--- src/sv/nrmc_pkg.sv ---
// ----------------------------------------------------------------------------
// nrmc_pkg
// Shared constants, types and helpers for the RMC sentence checker.
// ----------------------------------------------------------------------------
package nrmc_pkg;

    localparam int LINE_MAX    = 255;
    localparam int POS_W       = $clog2(LINE_MAX + 1);
    localparam int ZONE_W      = 5;
    localparam int HOURS_W     = 5;
    localparam int MINSEC_W    = 7;
    localparam int PREFIX_LEN  = 6;
    localparam int XOR_START   = 4;
    localparam int DIGIT_FIRST = 7;
    localparam int DIGIT_LAST  = 12;
    localparam int NUM_DIGITS  = 6;
    localparam int DIGIT_IDX_W = $clog2(NUM_DIGITS);
    localparam int HOURS_DAY   = 24;
    localparam int HEX_RADIX   = 16;

    localparam logic [ZONE_W-1:0] ZONE_RESET = ZONE_W'(8);

    localparam logic [7:0] CH_DOLLAR = 8'h24;
    localparam logic [7:0] CH_G      = 8'h47;
    localparam logic [7:0] CH_P      = 8'h50;
    localparam logic [7:0] CH_R      = 8'h52;
    localparam logic [7:0] CH_M      = 8'h4D;
    localparam logic [7:0] CH_C      = 8'h43;
    localparam logic [7:0] CH_0      = 8'h30;
    localparam logic [7:0] CH_9      = 8'h39;
    localparam logic [7:0] CH_UA     = 8'h41;
    localparam logic [7:0] CH_UF     = 8'h46;
    localparam logic [7:0] CH_LA     = 8'h61;
    localparam logic [7:0] CH_LF     = 8'h66;

    // hhmmss as six decimal digits, hour tens first
    typedef logic [3:0] t_digits [NUM_DIGITS];

    typedef struct packed {
        logic [HOURS_W-1:0]  hours;
        logic [MINSEC_W-1:0] minutes;
        logic [MINSEC_W-1:0] seconds;
    } t_clock;

    typedef struct packed {
        logic       valid;
        logic [3:0] value;
    } t_hex;

    function automatic t_hex hex_decode(input logic [7:0] c);
        t_hex r;
        r.valid = 1'b1;
        r.value = 4'd0;
        priority if (c >= CH_0 && c <= CH_9) begin
            r.value = 4'(c - CH_0);
        end else if (c >= CH_UA && c <= CH_UF) begin
            r.value = 4'(c - CH_UA + 8'd10);
        end else if (c >= CH_LA && c <= CH_LF) begin
            r.value = 4'(c - CH_LA + 8'd10);
        end else begin
            r.valid = 1'b0;
        end
        return r;
    endfunction

    function automatic logic [7:0] prefix_char(input logic [2:0] i);
        logic [7:0] r;
        unique case (i)
            3'd0:    r = CH_DOLLAR;
            3'd1:    r = CH_G;
            3'd2:    r = CH_P;
            3'd3:    r = CH_R;
            3'd4:    r = CH_M;
            3'd5:    r = CH_C;
            default: r = 8'h00;
        endcase
        return r;
    endfunction

endpackage

--- src/sv/nrmc_time_fmt.sv ---
// ----------------------------------------------------------------------------
// nrmc_time_fmt
// Turns saved hhmmss digits into binary fields, hour shifted by the zone.
// ----------------------------------------------------------------------------
module nrmc_time_fmt
    import nrmc_pkg::*;
(
    input  t_digits            i_digits,
    input  logic [ZONE_W-1:0]  i_zone,
    output t_clock             o_clock
);

    logic [MINSEC_W-1:0] hour_utc;
    logic [7:0]          hour_sum;
    logic [7:0]          hour_a;
    logic [7:0]          hour_b;
    logic [7:0]          hour_c;

    assign hour_utc = MINSEC_W'(i_digits[0]) * MINSEC_W'(10) + MINSEC_W'(i_digits[1]);
    assign hour_sum = 8'(hour_utc) + 8'(i_zone);

    // sum is at most 99 + 31 = 130; three conditional subtracts bring it under 24
    assign hour_a = (hour_sum >= 8'(4 * HOURS_DAY)) ? hour_sum - 8'(4 * HOURS_DAY) : hour_sum;
    assign hour_b = (hour_a >= 8'(2 * HOURS_DAY)) ? hour_a - 8'(2 * HOURS_DAY) : hour_a;
    assign hour_c = (hour_b >= 8'(HOURS_DAY)) ? hour_b - 8'(HOURS_DAY) : hour_b;

    assign o_clock.hours   = hour_c[HOURS_W-1:0];
    assign o_clock.minutes = MINSEC_W'(i_digits[2]) * MINSEC_W'(10) + MINSEC_W'(i_digits[3]);
    assign o_clock.seconds = MINSEC_W'(i_digits[4]) * MINSEC_W'(10) + MINSEC_W'(i_digits[5]);

endmodule

--- src/sv/nmea_rmc_check_time_top.sv ---
// ----------------------------------------------------------------------------
// nmea_rmc_check_time_top
// RMC sentence checksum checker with local time capture.
// ----------------------------------------------------------------------------
// Input channel: one line character per transfer (i_ch), i_line_last on the
// final character. Output channel: one result per line, given once its
// last character is processed: pass flag, have-time flag and the latest
// captured time with the hour shifted by the zone offset, modulo 24.
// A character is registered on entry in the input register and processed
// from there; the result of a line is registered in the output register
// when its last character is processed. One character per cycle is taken
// while no line end waits behind a stalled result.
// A stalled result holds the output register; characters that do not end a
// line keep flowing underneath it, and only a second line end waits.
// The user writes the zone offset through i_cfg_we/i_cfg_wdata only while idle; the block does not enforce this.
// Reset (synchronous, i_rst_n low) empties both registers, clears the line
// state and the saved time, and sets the zone offset to 8.
// ----------------------------------------------------------------------------
module nmea_rmc_check_time_top
    import nrmc_pkg::*;
(
    input  logic                i_clk,
    input  logic                i_rst_n,
    input  logic                i_cfg_we,
    input  logic [ZONE_W-1:0]   i_cfg_wdata,
    input  logic                i_in_valid,
    output logic                o_in_stall,
    input  logic [7:0]          i_ch,
    input  logic                i_line_last,
    output logic                o_out_valid,
    input  logic                i_out_stall,
    output logic                o_line_ok,
    output logic                o_have_time,
    output logic [HOURS_W-1:0]  o_hours,
    output logic [MINSEC_W-1:0] o_minutes,
    output logic [MINSEC_W-1:0] o_seconds
);

    logic [ZONE_W-1:0] r_zone;

    logic       r_in_valid;
    logic [7:0] r_in_ch;
    logic       r_in_last;

    logic [POS_W-1:0] r_pos, n_pos;
    logic             r_prefix_good, n_prefix_good;
    logic [7:0]       r_xor, n_xor;
    logic [7:0]       r_recent [3];
    logic [7:0]       n_recent [3];
    t_digits          r_line_digits, n_line_digits;
    logic             r_digits_good, n_digits_good;
    t_digits          r_saved, n_saved;
    logic             r_saved_valid, n_saved_valid;

    logic          r_out_valid;
    logic          r_line_ok;
    logic          r_have_time;
    t_clock        r_clock;

    logic             advance;
    logic             step;
    logic             line_ok;
    logic [POS_W-1:0] digit_off;
    t_hex             hex_hi;
    t_hex             hex_lo;
    t_clock           clock_now;

    // only a line end needs the output register free
    assign advance    = !r_in_valid || !r_in_last || !r_out_valid || !i_out_stall;
    assign o_in_stall = !advance;
    assign step       = r_in_valid && advance;

    assign hex_hi    = hex_decode(r_recent[0]);
    assign hex_lo    = hex_decode(r_in_ch);
    assign digit_off = r_pos - POS_W'(DIGIT_FIRST);

    always_comb begin
        n_pos         = r_pos;
        n_prefix_good = r_prefix_good;
        n_xor         = r_xor;
        n_recent      = r_recent;
        n_line_digits = r_line_digits;
        n_digits_good = r_digits_good;
        n_saved       = r_saved;
        n_saved_valid = r_saved_valid;
        line_ok       = 1'b0;
        if (step) begin
            if (r_pos >= POS_W'(LINE_MAX)) begin
                n_prefix_good = 1'b0;
            end else begin
                if (r_pos < POS_W'(PREFIX_LEN) && r_in_ch != prefix_char(r_pos[2:0])) begin
                    n_prefix_good = 1'b0;
                end
                if (r_pos >= POS_W'(DIGIT_FIRST) && r_pos <= POS_W'(DIGIT_LAST)) begin
                    if (r_in_ch >= CH_0 && r_in_ch <= CH_9) begin
                        n_line_digits[digit_off[DIGIT_IDX_W-1:0]] = 4'(r_in_ch - CH_0);
                    end else begin
                        n_digits_good = 1'b0;
                    end
                end
                if (r_pos >= POS_W'(XOR_START)) begin
                    n_xor = r_xor ^ r_recent[2];
                end
                if (r_in_last) begin
                    line_ok = n_prefix_good && r_pos >= POS_W'(PREFIX_LEN - 1)
                              && hex_hi.valid && hex_lo.valid
                              && {hex_hi.value, hex_lo.value} == n_xor;
                    if (line_ok && r_pos >= POS_W'(DIGIT_LAST) && n_digits_good) begin
                        n_saved       = n_line_digits;
                        n_saved_valid = 1'b1;
                    end
                end
                n_recent[2] = r_recent[1];
                n_recent[1] = r_recent[0];
                n_recent[0] = r_in_ch;
                n_pos       = r_pos + POS_W'(1);
            end
            if (r_in_last) begin
                n_pos         = '0;
                n_prefix_good = 1'b1;
                n_xor         = '0;
                n_recent      = '{default: '0};
                n_line_digits = '{default: '0};
                n_digits_good = 1'b1;
            end
        end
    end

    nrmc_time_fmt u_time_fmt (
        .i_digits (n_saved),
        .i_zone   (r_zone),
        .o_clock  (clock_now)
    );

    always_ff @(posedge i_clk) begin
        if (!i_rst_n) begin
            r_zone <= ZONE_RESET;
        end else if (i_cfg_we) begin
            r_zone <= i_cfg_wdata;
        end
    end

    always_ff @(posedge i_clk) begin
        if (!i_rst_n) begin
            r_in_valid <= 1'b0;
        end else if (advance) begin
            r_in_valid <= i_in_valid;
        end
    end

    always_ff @(posedge i_clk) begin
        if (advance && i_in_valid) begin
            r_in_ch   <= i_ch;
            r_in_last <= i_line_last;
        end
    end

    always_ff @(posedge i_clk) begin
        if (!i_rst_n) begin
            r_pos         <= '0;
            r_prefix_good <= 1'b1;
            r_xor         <= '0;
            r_recent      <= '{default: '0};
            r_line_digits <= '{default: '0};
            r_digits_good <= 1'b1;
            r_saved       <= '{default: '0};
            r_saved_valid <= 1'b0;
        end else begin
            r_pos         <= n_pos;
            r_prefix_good <= n_prefix_good;
            r_xor         <= n_xor;
            r_recent      <= n_recent;
            r_line_digits <= n_line_digits;
            r_digits_good <= n_digits_good;
            r_saved       <= n_saved;
            r_saved_valid <= n_saved_valid;
        end
    end

    always_ff @(posedge i_clk) begin
        if (!i_rst_n) begin
            r_out_valid <= 1'b0;
        end else if (step && r_in_last) begin
            r_out_valid <= 1'b1;
        end else if (!i_out_stall) begin
            r_out_valid <= 1'b0;
        end
    end

    always_ff @(posedge i_clk) begin
        if (step && r_in_last) begin
            r_line_ok   <= line_ok;
            r_have_time <= n_saved_valid;
            r_clock     <= clock_now;
        end
    end

    assign o_out_valid = r_out_valid;
    assign o_line_ok   = r_line_ok;
    assign o_have_time = r_have_time;
    assign o_hours     = r_clock.hours;
    assign o_minutes   = r_clock.minutes;
    assign o_seconds   = r_clock.seconds;

endmodule

--- config.mk ---
export PLATFORM = sky130hd
export DESIGN_NAME = nmea_rmc_check_time_top
export DESIGN_NICKNAME = d
export VERILOG_FILES = /design/src/sv/nrmc_pkg.sv /design/src/sv/nrmc_time_fmt.sv /design/src/sv/nmea_rmc_check_time_top.sv
export SDC_FILE = /design/constraint.sdc
export NUM_CORES = 1
export LEC_CHECK = 0
export BUFFER_PORTS_ARGS = -buffer_cell sky130_fd_sc_hd__buf_4
export CAP_MARGIN = 20
export CELL_PAD_IN_SITES_DETAIL_PLACEMENT = 0
export CELL_PAD_IN_SITES_GLOBAL_PLACEMENT = 1
export CORE_ASPECT_RATIO = 1.1
export CORE_MARGIN = 2
export CORE_UTILIZATION = 49
export CTS_CLUSTER_DIAMETER = 80
export DETAILED_ROUTE_END_ITERATION = 10
export GPL_TIMING_DRIVEN = 0
export PLACE_DENSITY = 0.78
export SYNTH_ARGS = -nofsm -noshare
export SYNTH_HDL_FRONTEND = slang
export SYNTH_HIERARCHICAL = 1
export SYNTH_SLANG_ARGS = --single-unit
--- constraint.sdc ---
create_clock -name i_clk -period 9 [get_ports i_clk]
set_input_delay 1.35 -clock i_clk [delete_from_list [all_inputs] [get_ports i_clk]]
set_output_delay 1.35 -clock i_clk [all_outputs]
set_load 0.005 [all_outputs]
== After elaboration in Yosys (flattened, before gate mapping) ==
Cells that the tools add are included.

* Logic and storage cells: 173
* Input port bits: 19
* Register bits after elaboration: 128
* Output and inout port bits: 23

* Reduce and logical (&&, ||, !) cells: 29
* Order comparisons: 24
* Bitwise operators: 4
* Equal/unequal tests: 9
* Multiply operators: 3
* Muxes and demuxes: 55
* $add $sub $neg: 19

{| class="wikitable"
|+ Operators with widths
! kind !! count
|-
| 2-to-1 mux 24 bit || 10
|-
| 2-to-1 mux 8 bit || 11
|-
| one-hot mux 7 bit (6 select lines) || 1
|-
| >= comparator 8 x 7 -> 1 bit, second input constant || 5
|-
| less-or-equal comparator 8 x 7 -> 1 bit, second input constant || 4
|-
| 2-to-1 mux 4 bit || 7
|-
| bitwise mux 24 bit || 1
|-
| >= comparator 8 x 3 -> 1 bit, second input constant || 3
|-
| >= comparator 8 x 6 -> 1 bit, second input constant || 3
|-
| subtractor 4 x 1 -> 4 bit, second input constant || 6
|-
| 2-to-1 mux 1 bit || 23
|-
| adder 7 x 4 -> 7 bit || 3
|-
| logical AND 1 bit || 18
|-
| multiplier 4 x 3 -> 6 bit, second input constant || 3
|-
| adder 4 bit, second input constant || 4
|-
| less-or-equal comparator 8 x 6 -> 1 bit, second input constant || 2
|-
| demux 4 bit (select 3 bit) || 1
|-
| adder 7 x 5 -> 8 bit || 1
|-
| adder 8 x 1 -> 8 bit, second input constant || 1
|-
| equality test 8 bit || 1
|-
| >= comparator 8 x 4 -> 1 bit, second input constant || 1
|-
| >= comparator 8 x 5 -> 1 bit, second input constant || 1
|-
| >= comparator 8 bit, second input constant || 1
|-
| less-or-equal comparator 8 x 4 -> 1 bit, second input constant || 1
|-
| other kinds (22) || 31
|}

== Depth between registers and ports, before layout ==
Gate-level depths: netlist of run 1.

* Depth after elaboration: 30
* Depth in mapped cells: 29
* Depth with buffers taken out: 26

== Modules after synthesis ==
Netlist of run 1, hierarchy kept.

{| class="wikitable"
|+ Modules (own cells, without submodules)
! module !! times used !! cells each !! seq. area each (um^2) !! area each (um^2)
|-
| nmea_rmc_check_time_top || 1 || 678 || 2862.7 || 6598.8
|-
| nrmc_time_fmt || 1 || 164 || 0.0 || 1363.8
|}

== Worst setup path after synthesis of run 1 ==
No wires, ideal clock.

* Path kind: input to register
* Start: in i_out_stall
* End: reg r_clock, in the netlist o_hours[3], data pin
* Stages on the path: 21
* Path buffers: 1
* Library setup time: 269 ps
* Path slack: 1467 ps
* Arrival time: 7263 ps
* Cell sequence: a21oi_1 nand4_1 nor4_2 nor4b_4 buf_6 mux2_2 ha_1 ha_1 fa_1 and2b_2 o21a_1 nor2_2 nor2_1 xnor2_1 ha_1 o22ai_1 a22oi_1 and2_1 o31a_1 o32ai_4 mux2i_1

{| class="wikitable"
|+ RTL lines
! item !! line !! RTL
|-
| from (decl) || nmea_rmc_check_time_top.sv:31 || <nowiki>input logic i_out_stall,</nowiki>
|-
| to (signal assigned) || nmea_rmc_check_time_top.sv:194 || <nowiki>r_clock <= clock_now;</nowiki>
|-
| to (decl) || nmea_rmc_check_time_top.sv:58 || <nowiki>t_clock r_clock;</nowiki>
|}

==> results of run 1 <==
==> area by class of cell <==
class                   instances  area, µm²
plain buffers                  47        224
clock buffers                  21        440
clock inverters                11        140
fillers                      1404       6690
inverters                      31        116
multi-input cells             636       4760
flip-flops and latches        128       2860
well taps                     200        250
repair buffers                 40        308
==> worst register-to-register path, cell delays in order, from the launching register on <==
cell and delay (ns):
edfxtp_1 0.39, clkbuf_1 0.63, inv_1 0.25, ha_1 0.28
nand2b_1 0.08, o21ai_0 0.06, o21ai_0 0.47, nand4_1 0.25
nor4_2 0.38, nor4b_4 0.76, buf_6 0.28, mux2_2 0.39
ha_1 0.30, ha_1 0.21, fa_1 0.56, and2b_2 0.25
o21a_1 0.13, nor2_2 0.27, nor2_1 0.11, xnor2_1 0.14
ha_1 0.33, o22ai_1 0.20, a22oi_1 0.12, and2_1 0.21
o31a_1 0.31, o32ai_4 0.24, mux2i_1 0.11
==> cells in the mapped netlist, types with 6 or more instances <==
cell,number,area share
or3_1,6,0.0047
a21boi_0,24,0.023
a21oi_1,29,0.018
xnor2_1,22,0.024
mux2_1,6,0.0085
inv_1,30,0.014
ha_1,38,0.060
xor2_1,10,0.011
a22oi_1,22,0.021
nor4_1,6,0.0047
and2_1,9,0.0071
nand2b_1,10,0.0079
nand3_1,13,0.0082
nand3b_1,18,0.017
nand2_1,96,0.045
o211ai_1,7,0.0066
dfxtp_1,98,0.25
nor3_1,21,0.013
edfxtp_1,30,0.11
fa_1,7,0.018
nand4_1,6,0.0047
o31ai_1,7,0.0066
o21ai_0,32,0.020
a21o_1,11,0.010
nor2b_1,49,0.038
clkbuf_1,37,0.017
a211oi_1,7,0.0066
mux2i_1,34,0.043
nor2_1,20,0.0094
a32oi_1,6,0.0066
mux2_2,42,0.059
==> per-layer routing <==
metal,track usage,up-vias,part of all wire,wire length [µm]
met5,0,-,0,0
met4,0.122,0,0.033,699
met3,0.0416,37,0.036,768
met2,0.426,182,0.49,10300
met1,0.302,3137,0.44,9310
li1,-,3160,-,-
==> stage by stage <==
stage          std cells  setup TNS [ns]   util  setup slack, ns  hold WS [ns]
3_5_place_dp        1082               0  0.540             1.11         0.451
5_1_grt             1114               0  0.576            0.534         0.471
6_report            1114               0  0.576             1.01         0.460
2_1_floorplan        842               0      -             1.47         0.420
3_3_place_gp        1081          -0.269  0.538           -0.140         0.430
4_1_cts             1114               0  0.576             1.08         0.463
==> sequential cells by signal, indices dropped and copies added (netlist names) <==
name           cells
r_zone             5
r_saved_valid      1
o_have_time        1
o_out_valid        1
o_minutes          7
r_recent          24
r_in_last          1
o_hours            5
r_digits_good      1
r_xor              8
o_seconds          7
r_prefix_good      1
r_line_digits     24
o_line_ok          1
r_in_valid         1
r_saved           24
r_in_ch            8
r_pos              8
==> final timing paths <==
path	startpoint	endpoint	slack, ns	depth (start not counted)
max reg2reg	r_in_ch[1]	o_hours[3]	1.01	26
min	r_saved[19]	r_saved[19]	0.46	2
min reg2reg	r_saved[19]	r_saved[19]	0.46	2
max	r_in_ch[1]	o_hours[3]	1.01	26
==> power by group <==
group | internal, mW | leakage (nW) | total (mW) | switching [mW]
Clock | 0.433 | 0.276 | 0.691 | 0.258
Combinational | 0.0301 | 2.25 | 0.0847 | 0.0546
Sequential | 0.595 | 1.10 | 0.602 | 0.00716
Total | 1.06 | 3.63 | 1.38 | 0.320
==> cell families (layout without fill, tap and decap cells) <==
family | after synthesis | in the layout | share of synthesized area
fa+ha+maj | 45 | 45 | 0.0773
xor+xnor | 35 | 35 | 0.0429
simple gates | 283 | 283 | 0.194
mux | 82 | 82 | 0.111
buf+inv | 78 | 150 | 0.0427
flops | 128 | 128 | 0.360
compound gates | 191 | 191 | 0.173
==> impl_metrics.yaml, run 1 <==
status:
  status: "completed"
route:
  viasPerCell: 5.85
  drc: 0
  post_drt_wl_per_cell_um: 18.9
  wirelength_um: 21100
  drt_iter0_markers: 490
  dr.pass1.iters: 6
  ant_nets: 0
  vias: 6516
critical_path:
  worst_path_largest_cell_delay_ns: 0.76
  worst-path-buf-inv: 3
  crit_family: "simple AND/OR/NAND/NOR gates"
  path_common_cell: "ha_1"
  worstPathArrival_ns: 8.14
  cp-start-kind: "flop"
  cp_data_required_time_ns: 9.15
  crit_path_max_fanout: 10
  end_kind: "flop"
  cpMaxStageDelayCell: "nor4b_4"
  worst-setup-path-type: "reg -> reg"
grt:
  grt_max_degree: 19
  grt_pass1_wl_um: 33600
  grtUsageTotal: 0.248
  grt_overflow_total: 0
  antenna_found_initial: 0
  grt_pass1_vias: 6588
clock_tree:
  worstSkewPairLatency_ns: 0.42
  cts_tree: "built"
  clock-sinks: 128
  path_clk_slew_ns: 0.06
  cts_max_path_buffers: 2
  cts_setup_buffers: 0
  ctsResizeCount: 0
  postCtsHoldBufs: 0
  root_buffer: "clkbuf_16"
  cts_buffers: 17
  htreeDepth: 4
finish:
  final_common_cell: "dfxtp_1"
  area_growth_pct: 14.3
  drive_gt1_frac: 0.159
  layout_common_cells: "dfxtp_1 (98), nand2_1 (96), nor2b_1 (49)"
  nNetsFinal: 965
  diodes: 0
  stdcell_area_um2: 9100
floorplan:
  dieArea_um2: 17300
  die_h_um: 138
  fp.dieW_um: 126
  std_cell_rows: 48
  start_util: 0.504
  core_um2: 15800
  io_pins: 42
timing:
  slew_headroom: 0.372
  worst_pin_slew_ns: 0.933
  hold_viol: 0
  fmax_mhz: 125
  rsz0062_at_grt: "no"
  slew_violations: 0
  period_share: 0.888
  fin_skew_ns: 0.00721
  setup_viol: 0
  period_needed_ns: 7.99
yosys:
  synthCells: 842
  ys_types: 86
  synth_warnings: 6
  synth_area_um2: 7960
  synth_edf_count: 30
  synth-main-ff-cell: "dfxtp_1"
  async_flop_share: 0
  avgSynthCellArea_um2: 9.46
  syn-num-nets: 906
  seq_area_frac_synth: 0.360
  ys_ff_latch: 128
power:
  ir_worst_vdd_mv: 0.135
  power_leakage_nw: 3.63
  power_mw: 1.38
  powerDensity_nw_per_um2: 151
hold_path:
  hp-class: "reg -> reg"
placed_design:
  gp_congestion: 0.863
  dp_hpwl_um: 15700
  postPlaceCellArea_um2: 8520
  portBuffers: 39
job:
  cap_violations: 0
Power figures use the tool's default switching activity.
==> run 2: changes to the inputs <==
BUFFER_PORTS_ARGS = default   (was -buffer_cell sky130_fd_sc_hd__buf_4)
CORE_UTILIZATION = 50   (was 49)
DONT_BUFFER_PORTS = 1   (was default)
PLACE_DENSITY = 0.77   (was 0.78)
==> impl_metrics.yaml, run 2 (synthesis results as in run 1) <==
critical_path:
  reg2reg_depth: 26
  worstSetupEndpoint: "o_hours[3]"
  worst-setup-path-type: "reg -> reg"
  r2r-end: "o_hours[3]"
  cp_data_required_time_ns: 9.16
  end_kind: "flop"
  reg2reg_slack_ns: 1.19
  rr_startpoint: "r_in_ch[0]"
  startpoint: "r_in_ch[0]"
  crit_path_max_fanout: 10
  worstPathArrival_ns: 7.96
  cp-start-kind: "flop"
clock_tree:
  worstSkewPairLatency_ns: 0.42
  clock-sinks: 128
  cts_setup_buffers: 0
  cts_buffers: 17
  cts_max_path_buffers: 2
  root_buffer: "clkbuf_16"
  ctsResizeCount: 0
  path_clk_slew_ns: 0.05
  cts_tree: "built"
  htreeDepth: 4
  postCtsHoldBufs: 0
grt:
  grtUsageTotal: 0.243
  grt_overflow_total: 0
  antenna_found_initial: 0
  grt_max_degree: 19
  grt_pass1_vias: 6473
  grt_pass1_wl_um: 32800
route:
  highest_layer: "met4"
  post_drt_wl_per_cell_um: 19.0
  ant_nets: 0
  wirelength_um: 20400
  wl_met1_um: 8930
  viasPerCell: 5.88
  wl_met2_um: 10200
  drc: 0
  drt_iter0_markers: 433
  vias: 6329
  met3WireLength_um: 720
  dr.pass1.iters: 6
timing:
  fmax_mhz: 128
  slew_headroom: 0.450
  period_needed_ns: 7.81
  setup_viol: 0
  slew_violations: 0
  setup_tns_ns: 0
  worst_pin_slew_ns: 0.822
  rsz0062_at_grt: "no"
  fin_skew_ns: 0.00813
  period_share: 0.867
  hold_viol: 0
  fin_ws_ns: 1.19
placed_design:
  dp_hpwl_um: 15100
  portBuffers: 0
  preCtsSetupSlack_ns: 1.22
  gp_congestion: 0.915
floorplan:
  core_um2: 15600
  die_h_um: 136
  start_util: 0.510
  io_pins: 42
  fp.dieW_um: 124
  dieArea_um2: 17000
  std_cell_rows: 48
finish:
  final_common_cell: "dfxtp_1"
  diodes: 0
  drive_gt1_frac: 0.123
  multi_input_area_um2: 4760
  nNetsFinal: 927
  layout_common_cells: "dfxtp_1 (98), nand2_1 (96), nor2b_1 (49)"
  top_regs: "r_line_digits x24, r_recent x24, r_saved x24"
  nFillCells: 1434
  area_growth_pct: 10.3
  seqCellArea_um2: 2860
status:
  status: "completed"
hold_path:
  hp-class: "reg -> reg"
  hold_path_depth: 1
power:
  power_leakage_nw: 3.43
  ir_worst_vdd_mv: 0.132
  powerDensity_nw_per_um2: 150
job:
  cap_violations: 0
## run 2: worst min path at each step
stage / to / start / slack [ns]
finish: r_saved_valid / r_saved_valid / 0.46
global route: r_saved[16] / r_saved[16] / 0.47
CTS: r_saved_valid / r_saved_valid / 0.46
detailed placement: r_digits_good / r_digits_good / 0.44
global placement: r_digits_good / r_digits_good / 0.43
floorplan: r_digits_good / r_digits_good / 0.42
## run 2: area by class of cell
class / count / share of cell area
plain buffers: 47 / 0.0255
inverters: 31 / 0.0133
well taps: 200 / 0.0285
clock inverters: 5 / 0.00356
multi-input cells: 636 / 0.542
repair buffers: 2 / 0.00228
flip-flops and latches: 128 / 0.326
clock buffers: 27 / 0.0584
## run 2: routing by layer
layer	vias to the layer above	track usage
li1	3083	-
met5	-	0
met4	0	0.101
met1	3055	0.289
met3	43	0.0397
met2	148	0.437
## run 2: through the flow
| step | power (mW) | area [µm²] | utilization | cells | hold WS [ns] |
|---|---|---|---|---|---|
| floorplan | 0.665 | 7960 | - | 842 | 0.420 |
| global placement | 0.688 | 8210 | 0.526 | 1042 | 0.431 |
| detailed placement | 0.691 | 8230 | 0.527 | 1043 | 0.443 |
| CTS | 1.32 | 8780 | 0.562 | 1075 | 0.459 |
| global route | 1.35 | 8780 | 0.562 | 1076 | 0.475 |
| finish | 1.31 | 8780 | 0.562 | 1076 | 0.456 |
## run 2: worst max-delay path, stage by stage, from the launching register on
cell,delay (ns)
edfxtp_1,0.38
clkbuf_1,0.56
inv_1,0.30
ha_1,0.31
nand2b_1,0.07
o21ai_0,0.07
o21ai_0,0.45
nand4_1,0.24
nor4_2,0.36
nor4b_4,0.74
buf_6,0.26
mux2_2,0.38
ha_1,0.30
ha_1,0.21
fa_1,0.56
and2b_2,0.25
o21a_1,0.14
nor2_2,0.26
nor2_1,0.10
xnor2_1,0.13
ha_1,0.30
o22ai_1,0.17
a22oi_1,0.12
and2_1,0.21
o31a_1,0.31
o32ai_4,0.23
mux2i_1,0.10
## run 2: power by group
| group | leakage [nW] | internal, mW | switching, mW |
|---|---|---|---|
| Clock | 0.267 | 0.387 | 0.247 |
| Sequential | 1.10 | 0.596 | 0.00753 |
| Combinational | 2.06 | 0.0241 | 0.0529 |
==> run 3: changes to the inputs <==
CORE_ASPECT_RATIO = 1.2   (was 1.1)
==> impl_metrics.yaml, run 3 (synthesis results as in run 1) <==
critical_path:
  worstPathArrival_ns: 8.07
  cp-start-kind: "flop"
  path_common_cell: "ha_1"
  worst_path_largest_cell_delay_ns: 0.75
  worstSetupEndpoint: "o_hours[3]"
  worst-path-buf-inv: 4
  worst-setup-path-type: "reg -> reg"
  cpMaxStageDelayCell: "nor4b_4"
  crit_path_max_fanout: 10
  r2r-end: "o_hours[3]"
  crit_cells: 27
  startpoint: "r_pos[0]"
  end_kind: "flop"
  crit_family: "simple AND/OR/NAND/NOR gates"
  cp_data_required_time_ns: 9.25
  reg2reg_depth: 27
  rr_startpoint: "r_pos[0]"
  reg2reg_slack_ns: 1.18
timing:
  slew_violations: 0
  hold_slack_ns: 0.462
  hold_viol: 0
  fmax_mhz: 128
  fin_skew_ns: 0.0105
  period_needed_ns: 7.82
  setup_viol: 0
  rsz0062_at_grt: "no"
  worst_pin_slew_ns: 1.04
  slew_headroom: 0.303
  period_share: 0.869
  setup_tns_ns: 0
grt:
  grt_pass1_wl_um: 33300
  grt_pass1_vias: 6542
  grt_max_degree: 19
  grtUsageTotal: 0.250
  grt_overflow_total: 0
  antenna_found_initial: 0
floorplan:
  std_cell_rows: 50
  die_h_um: 142
  io_pins: 42
  fp.dieW_um: 119
  start_util: 0.511
  dieArea_um2: 17000
  core_um2: 15600
route:
  dr.pass1.iters: 10
  drc: 0
  ant_nets: 0
  vias: 6435
  wirelength_um: 20700
  viasPerCell: 5.94
  post_drt_wl_per_cell_um: 19.1
  drt_iter0_markers: 401
placed_design:
  dp_hpwl_um: 15200
  gp_congestion: 0.893
  portBuffers: 0
power:
  swShare: 0.222
  powerDensity_nw_per_um2: 160
  seqPwrFrac: 0.425
  power_mw: 1.42
  ir_worst_vdd_mv: 0.128
  power.internal_mw: 1.10
  switchingPower_uw: 315
  power_leakage_nw: 3.46
  pwr-share-clk: 0.521
  combPwrFrac: 0.054
finish:
  nNetsFinal: 926
  area_growth_pct: 11.5
  top_regs: "r_line_digits x24, r_recent x24, r_saved x24"
  final_common_cell: "dfxtp_1"
  seqCellArea_um2: 2860
  multi_input_area_um2: 4760
  nFillCells: 1375
  drive_gt1_frac: 0.125
  layout_common_cells: "dfxtp_1 (98), nand2_1 (96), nor2b_1 (49)"
  diodes: 0
clock_tree:
  cts_tree: "built"
  worstSkewPairLatency_ns: 0.42
  postCtsHoldBufs: 0
  ctsResizeCount: 0
  cts_setup_buffers: 0
  clock-sinks: 128
  path_clk_slew_ns: 0.06
  htreeDepth: 4
  cts_max_path_buffers: 2
  cts_buffers: 17
  root_buffer: "clkbuf_16"
status:
  status: "completed"
job:
  cap_violations: 0
hold_path:
  hp-class: "reg -> reg"
-- run 3: changes by cell type in the layout (fill, tap and decap cells not counted) --
cell / change
clkbuf_16: +2
clkbuf_8: -3
clkinv_2: -1
clkbuf_2: -1
clkinvlp_4: +1
bufinv_16: +3
clkbuf_1: -2
-- run 3: worst min path at each step --
stage / start / endpoint / slack, ns / cells after the start
finish: r_saved[15] / r_saved[15] / 0.46 / 2
CTS: r_saved[3] / r_saved[3] / 0.46 / 2
floorplan: r_digits_good / r_digits_good / 0.42 / 1
global placement: r_digits_good / r_digits_good / 0.43 / 1
global route: r_saved[9] / r_saved[9] / 0.48 / 2
detailed placement: r_digits_good / r_digits_good / 0.44 / 1
-- run 3: through the flow --
step                std cells  utilization  area, µm²  setup slack (ns)
floorplan                 842            -       7960              1.47
global placement         1050        0.528       8220            0.0756
detailed placement       1051        0.529       8240              1.21
CTS                      1083        0.570       8880              1.19
global route             1083        0.570       8880             0.657
finish                   1083        0.570       8880              1.18
-- run 3: cell type report --
cell class	instances	share of cell area
Timing Repair Buffer	1	0.00169
Inverter	31	0.0131
Sequential cell	128	0.322
Buffer	47	0.0252
Tap cell	208	0.0293
Multi-Input combinational cell	636	0.536
Clock buffer	24	0.0579
Clock inverter	8	0.0139
-- run 3: worst register-to-register path: cells and delay by family, from the launching register on --
| family | cells | cell delay (ns) |
|---|---|---|
| XOR/XNOR | 2 | 0.24 |
| AO/OA/AOI/OAI | 7 | 1.59 |
| AND/OR/NAND/NOR | 7 | 2.22 |
| buffers and inverters | 4 | 0.99 |
| multiplexers | 2 | 0.63 |
| flip-flops | 1 | 0.36 |
| adder cells (fa/ha/maj) | 5 | 1.63 |
-- run 3: power by group through the flow --
stage | combinational, mW | sequential [mW] | clock [mW]
2_1_floorplan | 0.0524 | 0.612 | 0
3_3_place_gp | 0.0733 | 0.615 | 0
3_5_place_dp | 0.0759 | 0.615 | 0
4_1_cts | 0.0762 | 0.603 | 0.750
5_1_grt | 0.0833 | 0.604 | 0.770
6_report | 0.0763 | 0.603 | 0.739
-- run 3: routing by layer --
layer,track usage,routed length [µm],part of all wire,up-vias
li1,-,-,-,3077
met1,0.291,8730,0.42,3125
met2,0.446,10400,0.51,193
met3,0.0449,867,0.042,40
met4,0.117,633,0.031,0
met5,0,0,0,-
